--- src/rtl/core/tspf_pkg.sv ---
// Shared types and constants for the touch sample pair filter.
// Depends on nothing; imported by every module of the filter.
package tspf_pkg;

    localparam int LIMIT_W   = 10;
    localparam int CFG_IDX_W = 2;
    localparam int COUNT_W   = 2;

    typedef logic [LIMIT_W-1:0]   t_limit;
    typedef logic [CFG_IDX_W-1:0] t_cfg_idx;
    typedef logic [COUNT_W-1:0]   t_count;

    localparam t_cfg_idx CFG_X_LIMIT = t_cfg_idx'(0);
    localparam t_cfg_idx CFG_Y_LIMIT = t_cfg_idx'(1);

    localparam t_limit LIMIT_RESET = t_limit'(160);
    localparam t_count GROUP_HELD  = t_count'(3);

endpackage

--- src/rtl/core/tspf_axis.sv ---
// Spread check and closest-pair average for one axis of a sample group.
// Depends on tspf_pkg for the limit type.
module tspf_axis
    import tspf_pkg::*;
#(
    parameter int SAMPLE_BITS = 10
) (
    input  logic [SAMPLE_BITS-1:0] i_h0,
    input  logic [SAMPLE_BITS-1:0] i_h1,
    input  logic [SAMPLE_BITS-1:0] i_h2,
    input  logic [SAMPLE_BITS-1:0] i_cur,
    input  t_limit                 i_limit,
    output logic                   o_pass,
    output logic [SAMPLE_BITS-1:0] o_avg
);

    localparam int CW = (SAMPLE_BITS > LIMIT_W) ? SAMPLE_BITS : LIMIT_W;

    function automatic logic [SAMPLE_BITS-1:0] absdiff(
        input logic [SAMPLE_BITS-1:0] a,
        input logic [SAMPLE_BITS-1:0] b
    );
        return (a > b) ? (a - b) : (b - a);
    endfunction

    logic [SAMPLE_BITS-1:0] d0, d1, d2, d3;
    logic [CW-1:0]          lim;
    logic [SAMPLE_BITS:0]   sum;

    assign d0  = absdiff(i_h0, i_h1);
    assign d1  = absdiff(i_h1, i_h2);
    assign d2  = absdiff(i_h2, i_cur);
    assign d3  = absdiff(i_cur, i_h1);
    assign lim = CW'(i_limit);

    assign o_pass = (CW'(d0) <= lim) && (CW'(d1) <= lim) &&
                    (CW'(d2) <= lim) && (CW'(d3) <= lim);

    always_comb begin
        if (d1 < d2) begin
            sum = (d1 < d3) ? ({1'b0, i_h1} + {1'b0, i_h2})
                            : ({1'b0, i_cur} + {1'b0, i_h1});
        end else begin
            sum = (d2 < d3) ? ({1'b0, i_h2} + {1'b0, i_cur})
                            : ({1'b0, i_cur} + {1'b0, i_h1});
        end
    end

    assign o_avg = sum[SAMPLE_BITS:1];

endmodule

--- src/rtl/core/touch_sample_pair_filter.sv ---
// Touch sample pair filter: holds three pressed samples, checks the fourth against them
// and emits the average of the closest pair, or a release word at once.
// A result passes through an input register, then the result register.
// Throughput is one word per cycle while the output is not stalled, set by the single-pass check and average logic.
// Synchronous active-low reset clears the valid flags and the held count and sets both
// spread limits to 160; the held samples are not reset.
module touch_sample_pair_filter
    import tspf_pkg::*;
#(
    parameter int SAMPLE_BITS = 10
) (
    input  logic                   i_clk,
    input  logic                   i_rst_n,
    input  logic                   i_cfg_valid,
    output logic                   o_cfg_ready,
    input  t_cfg_idx               i_cfg_index,
    input  t_limit                 i_cfg_data,
    input  logic                   i_in_valid,
    output logic                   o_in_stall,
    input  logic [SAMPLE_BITS-1:0] i_pressure,
    input  logic [SAMPLE_BITS-1:0] i_pos_x,
    input  logic [SAMPLE_BITS-1:0] i_pos_y,
    output logic                   o_out_valid,
    input  logic                   i_out_stall,
    output logic [SAMPLE_BITS-1:0] o_out_pressure,
    output logic [SAMPLE_BITS-1:0] o_out_x,
    output logic [SAMPLE_BITS-1:0] o_out_y
);

    t_limit r_x_limit, r_y_limit;
    t_count r_held_count, n_held_count;
    logic   r_s1_valid, n_s1_valid;
    logic   r_out_valid, n_out_valid;

    logic [SAMPLE_BITS-1:0] r_s1_pressure, r_s1_x, r_s1_y;
    logic [SAMPLE_BITS-1:0] r_held_x [3];
    logic [SAMPLE_BITS-1:0] r_held_y [3];
    logic [SAMPLE_BITS-1:0] r_out_pressure, r_out_x, r_out_y;

    logic                   in_fire, s1_fire, out_free;
    logic                   s1_release, s1_store, res_valid;
    logic                   x_pass, y_pass;
    logic [SAMPLE_BITS-1:0] fx, fy;

    tspf_axis #(.SAMPLE_BITS(SAMPLE_BITS)) u_axis_x (
        .i_h0    (r_held_x[0]),
        .i_h1    (r_held_x[1]),
        .i_h2    (r_held_x[2]),
        .i_cur   (r_s1_x),
        .i_limit (r_x_limit),
        .o_pass  (x_pass),
        .o_avg   (fx)
    );

    tspf_axis #(.SAMPLE_BITS(SAMPLE_BITS)) u_axis_y (
        .i_h0    (r_held_y[0]),
        .i_h1    (r_held_y[1]),
        .i_h2    (r_held_y[2]),
        .i_cur   (r_s1_y),
        .i_limit (r_y_limit),
        .o_pass  (y_pass),
        .o_avg   (fy)
    );

    assign o_cfg_ready = 1'b1;

    assign s1_release = (r_s1_pressure == '0);
    assign s1_store   = !s1_release && (r_held_count != GROUP_HELD);
    assign res_valid  = s1_release || (!s1_store && x_pass && y_pass);
    assign out_free   = !r_out_valid || !i_out_stall;
    assign s1_fire    = r_s1_valid && (!res_valid || out_free);
    assign o_in_stall = r_s1_valid && !s1_fire;
    assign in_fire    = i_in_valid && !o_in_stall;

    always_comb begin
        n_s1_valid   = in_fire || (r_s1_valid && !s1_fire);
        n_held_count = r_held_count;
        if (s1_fire) begin
            n_held_count = s1_store ? (r_held_count + t_count'(1)) : '0;
        end
        n_out_valid = r_out_valid && i_out_stall;
        if (s1_fire && res_valid) begin
            n_out_valid = 1'b1;
        end
    end

    always_ff @(posedge i_clk) begin
        if (!i_rst_n) begin
            r_x_limit    <= LIMIT_RESET;
            r_y_limit    <= LIMIT_RESET;
            r_held_count <= '0;
            r_s1_valid   <= 1'b0;
            r_out_valid  <= 1'b0;
        end else begin
            if (i_cfg_valid && o_cfg_ready) begin
                case (i_cfg_index)
                    CFG_X_LIMIT: r_x_limit <= i_cfg_data;
                    CFG_Y_LIMIT: r_y_limit <= i_cfg_data;
                    default: ;
                endcase
            end
            r_held_count <= n_held_count;
            r_s1_valid   <= n_s1_valid;
            r_out_valid  <= n_out_valid;
        end
    end

    always_ff @(posedge i_clk) begin
        if (in_fire) begin
            r_s1_pressure <= i_pressure;
            r_s1_x        <= i_pos_x;
            r_s1_y        <= i_pos_y;
        end
        for (int i = 0; i < 3; i++) begin
            if (s1_fire && s1_store && (r_held_count == t_count'(i))) begin
                r_held_x[i] <= r_s1_x;
                r_held_y[i] <= r_s1_y;
            end
        end
        if (s1_fire && res_valid) begin
            r_out_pressure <= r_s1_pressure;
            r_out_x        <= s1_release ? r_s1_x : fx;
            r_out_y        <= s1_release ? r_s1_y : fy;
        end
    end

    assign o_out_valid    = r_out_valid;
    assign o_out_pressure = r_out_pressure;
    assign o_out_x        = r_out_x;
    assign o_out_y        = r_out_y;

`ifndef SYNTHESIS
    a_release_emits: assert property (@(posedge i_clk) disable iff (!i_rst_n)
        (s1_fire && s1_release) |=>
        (o_out_valid && (o_out_pressure == '0) && (r_held_count == '0)))
        else $error("release word did not produce a result or clear the count");

    a_store_counts: assert property (@(posedge i_clk) disable iff (!i_rst_n)
        (s1_fire && s1_store) |=>
        (r_held_count == ($past(r_held_count) + t_count'(1))))
        else $error("held count did not advance on a stored sample");

    a_stall_needs_word: assert property (@(posedge i_clk) disable iff (!i_rst_n)
        o_in_stall |-> (r_s1_valid && r_out_valid && i_out_stall))
        else $error("input stalled without a blocked result");
`endif

endmodule

--- config.mk ---
export PLATFORM = sky130hd
export DESIGN_NAME = touch_sample_pair_filter
export DESIGN_NICKNAME = d
export VERILOG_FILES = /design/src/rtl/core/tspf_pkg.sv /design/src/rtl/core/tspf_axis.sv /design/src/rtl/core/touch_sample_pair_filter.sv
export SDC_FILE = /design/constraint.sdc
export NUM_CORES = 1
export LEC_CHECK = 0
export BUFFER_PORTS_ARGS = -buffer_cell sky130_fd_sc_hd__buf_2
export CORE_ASPECT_RATIO = 1.5
export CORE_MARGIN = 2
export CORE_UTILIZATION = 30
export DETAILED_ROUTE_END_ITERATION = 8
export PLACE_DENSITY = 0.57
export SLEW_MARGIN = 30
export SYNTH_ARGS = -nofsm -noshare
export SYNTH_HDL_FRONTEND = slang
export SYNTH_SLANG_ARGS = --single-unit
--- constraint.sdc ---
create_clock -name i_clk -period 8.19 [get_ports i_clk]
set_input_delay 0.4095 -clock i_clk [delete_from_list [all_inputs] [get_ports i_clk]]
set_output_delay 0.4095 -clock i_clk [all_outputs]
set_load 0.03 [all_outputs]
---- After elaboration in Yosys (flattened, before gate mapping) ----
Memories as Yosys holds them, arrays and structs flattened.
Index checks and enable logic that the tools add are counted.
storage, ports and cells
  register bits ........................... 84
  memory bits (writable) .................. 60
  bits of input ports ..................... 47
  word-level logic and storage cells ...... 136
  memories ................................ 2
operators by class
  $add $sub $neg .......................... 23
  magnitude comparators ................... 22
  equal/unequal tests ..................... 4
  multiplexer cells ....................... 36
  reduce and logical (&&, ||, !) cells .... 38
memories
  memory    words  width  rd ports  clocked after Yosys merged registers in  write ports  line                            source
  r_held_x  3      10     3         0                                        1            touch_sample_pair_filter.sv:36  logic [SAMPLE_BITS-1:0] r_held_x [3];
  r_held_y  3      10     3         0                                        1            touch_sample_pair_filter.sv:37  logic [SAMPLE_BITS-1:0] r_held_y [3];
operator list
  kind                 count
  $sub 10x10->10       16
  $mux 10              14
  $gt 10x10->1         8
  $le 10x10->1         8
  $add 10x10->11       6
  $mux 11              6
  $lt 10x10->1         6
  $reduce_or 10->1     4
  $logic_and 1x1->1    18
  $mux 1               11
  $logic_not 10->1     1
  $mux 2               5
  $logic_not 1->1      7
  $eq 2x1->1 const B   2
  $logic_not 2->1      2
  $logic_or 1x1->1     4
  $reduce_and 2->1     2
  $add 2x1->2 const B  1
  $eq 2x2->1 const B   1
  $ne 2x2->1 const B   1

---- Depth between registers and ports, before layout ----
An unclocked memory read counts as a cell.
  word-level depth ........................ 20
  gate-level depth with buffers ........... 24
  mapped depth without buffers ............ 23

---- Cells and area by module ----
Synthesis repeated with hierarchy kept, for this count alone.
second synthesis, totals
  cell total of the unflattened synthesis .. 1867
  area total of the unflattened synthesis .. 17794.6 um^2
modules (own cells, without submodules)
  module                    times used  cells each  area an instance (um^2)  seq. area each (um^2)
  tspf_axis (u_axis_y)      1           808         6438.7                   0.0
  tspf_axis (u_axis_x)      1           813         6364.9                   0.0
  touch_sample_pair_filter  1           246         4991.0                   4083.9

---- Least setup slack after synthesis ----
Ideal clock, no wire load.
  path type ............................... register to register
  start ................................... memory r_held_x[1][1], in the netlist r_held_x[0][11]
  end ..................................... register r_out_pressure[0], in the netlist o_out_pressure[0] (enable)
  setup time .............................. 421 ps
  data arrival time ....................... 5853 ps
  data required time ...................... 7769 ps
  path slack .............................. 1917 ps
  stages on the path, launching flop included .. 20
  path buffers ............................ 1
  period minus slack after synthesis ...... 6273 ps
  cells stage by stage .................... edfxtp_1 inv_1 fa_1 a21o_1 a21oi_1 o21ai_0 o41ai_1 o21ai_1 clkbuf_1 mux2i_1 xnor2_1 ha_1 a21o_1 a21oi_1 o221ai_1 a221oi_1 a2bb2o_1 nor4_1 nor2_1 nor2b_1
RTL lines
  element               line                             source
  start, declared       touch_sample_pair_filter.sv:36
  end signal, assigned  touch_sample_pair_filter.sv:121  r_out_pressure <= r_s1_pressure;
  end, declared         touch_sample_pair_filter.sv:38   logic [SAMPLE_BITS-1:0] r_out_pressure, r_out_x, r_out_y;

==> impl_metrics.toml <==
[outcome]
status = "finished, final reports clean"

[floorplan]
coreArea_um2 = 57600
chipWidth_um = 200
rows = 108
die_h_um = 299
initial_core_util_pct = 30.2
dieArea_um2 = 59900
pin_count = 80

[clock_tree]
cts_tree = "done"
cts_root_buf = "clkbuf_16"
clk_latency_ns = 0.45
cts_buffers = 17
htree_levels = 4
clk_pin_slew_ns = 0.07
cts_buffer_depth = 2
post_cts_buffers = 0
cts-hold-fix-buffers = 0
cts_sinks = 144
ctsResizeCount = 0

[timing]
rsz0062_at_grt = "false"
fin_skew_ns = 0.0113
finalSetupViolCount = 0
relSlewSlack_pct = 30.9
min_period_over_period_pct = 89.1
drv_slew = 0
fin_crit_ns = 7.29
worst_slew_pin_slew_ns = 1.03
hold_viol_final = 0
max_freq_ghz = 0.137
hold_ws_ns = 0.133
tns_ns = 0

[worst_setup_path]
startpoint_type = "flip-flop"
cp-end-kind = "output pin"
r2r_slack_ns = 1.27
worst_r2r_endpoint = "o_out_y[7]"
worst_path_most_repeated_cell = "o21ai_0"
reg2reg_depth = 19
cp_cell_sequence = "inv_1 > fa_1 > a21o_1 > a21oi_1 > o21ai_0 > o41ai_1 > o21ai_2 > o311ai_0 > o211ai_1 > xor2_1 > ha_1 > and4_1 > a221oi_1 > a2bb2o_1 > nor4_1 > o21ai_0 > nor2_1 > buf_2"
r2r-start = "r_held_x[0][11]"
required_ns = 7.78
slowest_stage = "edfxtp_1"
crit_type = "reg -> out"
crit_arrival_ns = 6.88
slowest_delay_ns = 0.64
crit_path_max_fanout = 15

[routing]
routed_via_density = 5.27
drc = 0
drt-pass1-iter-count = 5
vias = 14330
drtAntennaViolNets = 0
drt-initial-drc-count = 805
routed_wl_um = 60900
routedWlPerCell_um = 22.4

[synth]
synth-edff-count = 120
syn-cell-area_um2 = 17400
yosysSeqAreaShare_pct = 23.5
synth_cells = 1877
ys_ff_latch = 144
synth_flop_cell = "edfxtp_1"
syn_nets = 2296
async_flop_share_pct = 0
synth.distinct_cells = 90
yosysWarnings = 0
avgSynthCellArea_um2 = 9.26

[global_route]
grt_pass1_wl_um = 89500
met1_usage_pct = 18.0
grt_max_degree = 31
met2_usage_pct = 39.9
grt-ovfl-total = 0
first_global_vias = 14968
grt_usage_pct = 20.0
busiest_layer = "met2"
use_met3_pct = 1.57
antenna_found_initial = 0

[placement]
dp.cells = 2685
portBuffers = 78
post-dp-hpwl_um = 50800
finalWeightedCongestion = 0.968

[cells_and_area]
antenna_cells = 0
drive_above_1_share_pct = 10.1
syn_to_final_growth_pct = 10.3
fin_cells = 2717
final_nets = 2353
fin_util_pct = 33.3

[power_and_ir_drop]
power.density_nw_per_um2 = 157
power_mw = 3.02
p_leak_nw = 8.58
worst_ir_drop_vdd_mv = 0.151

[run]
maxCapViolations = 0

[min_path]
min_from = "i_pos_x[5]"
hold_path_depth = 1
hold_class = "in -> reg"
hold_end = "r_s1_x[5]"
registers in the layout, indices dropped and copies added (netlist names), 2 cells and up:
signal,count
o_out_pressure,10
o_out_x,10
o_out_y,10
r_held_count,2
r_held_x,30
r_held_y,30
r_s1_pressure,10
r_s1_x,10
r_s1_y,10
r_x_limit,10
r_y_limit,10
synth_stat cells, drive strengths merged (10+ instances only):
library cell / count / area [um^2]
ha: 350 / 4380
inv: 209 / 785
a21oi: 146 / 749
edfxtp: 120 / 3600
nor2: 104 / 390
xnor2: 97 / 850
o21ai: 86 / 445
mux2i: 79 / 791
nand2: 79 / 304
a21o: 63 / 473
o21bai: 38 / 297
buf: 37 / 231
nor2b: 37 / 231
nor3: 32 / 165
nand3: 29 / 150
mux2: 26 / 304
nand2b: 25 / 156
dfxtp: 24 / 480
nand4: 23 / 150
fa: 22 / 440
clkbuf: 21 / 80.1
xor2: 21 / 184
a211oi: 18 / 135
and2: 15 / 93.8
o211ai: 14 / 110
a31oi: 13 / 96.3
o21a: 13 / 97.6
a221oi: 10 / 100
placed cells by master (no fill, tap or decap), types with 24 or more instances in the layout:
master / Yosys / final
a21o_1: 63 / 63
a21oi_1: 143 / 143
buf_2: 23 / 78
dfxtp_1: 24 / 24
edfxtp_1: 120 / 120
ha_1: 350 / 350
inv_1: 209 / 209
mux2i_1: 79 / 79
nand2_1: 78 / 78
nand2b_1: 25 / 25
nand3_1: 28 / 28
nor2_1: 104 / 104
nor2b_1: 37 / 35
nor3_1: 31 / 31
o21ai_0: 80 / 80
o21bai_1: 37 / 37
xnor2_1: 97 / 97
kinds of logic after synthesis:
kind of cell	share of synthesized area, %
multiplexers	6.30
AO/OA/AOI/OAI	19.1
buffers and inverters	6.31
AND/OR/NAND/NOR	11.1
adder cells (fa/ha/maj)	27.7
flip-flops	23.5
XOR/XNOR	5.95
other	0.0216
per-stage QoR:
stage	worst slack [ns]	area, um^2
6_report	0.896	19200
5_1_grt	0.478	19200
4_1_cts	0.953	19200
3_5_place_dp	1.36	18600
3_3_place_gp	1.16	18600
2_1_floorplan	1.92	17400
routing by layer:
metal  part of all wire (%)  vias up
met5                      0        -
met2                     55      368
met3                    2.1      179
li1                       -     6822
met1                     33     6961
met4                    9.5        0
where the power goes:
group          internal (mW)  switching [mW]  leakage, nW  total (mW)
registers              0.843          0.0337         1.31       0.876
logic                  0.527           0.822         6.98        1.35
clock network          0.429           0.360        0.289       0.790
worst max-delay path: cells and delay by family, from the launching register on:
kind / cells / cell delay (ns)
compound gates: 10 / 2.93
xor+xnor: 1 / 0.51
simple gates: 3 / 0.80
flops: 1 / 0.64
fa+ha+maj: 2 / 0.89
buf+inv: 2 / 0.66
final cells by class:
cell class / instances / area (um^2)
Clock buffer: 17 / 425
Inverter: 209 / 785
Tap cell: 770 / 963
Clock inverter: 15 / 153
Sequential cell: 144 / 4080
Timing Repair Buffer: 96 / 526
Multi-Input combinational cell: 1466 / 12200
Fill cell: 6000 / 38400
how the worst max path moves through the flow:
stage                        endpoint  slack [ns]            start
floorplan           o_out_pressure[0]        1.92  r_held_x[0][11]
global placement           o_out_y[7]        1.16  r_held_x[0][11]
detailed placement         o_out_y[8]        1.36  r_held_x[0][11]
CTS                        o_in_stall        0.95  r_held_x[0][11]
global route               o_in_stall        0.48  r_held_x[0][11]
finish                     o_in_stall        0.90  r_held_x[0][11]
No activity file was read; power rests on OpenSTA's default activity.
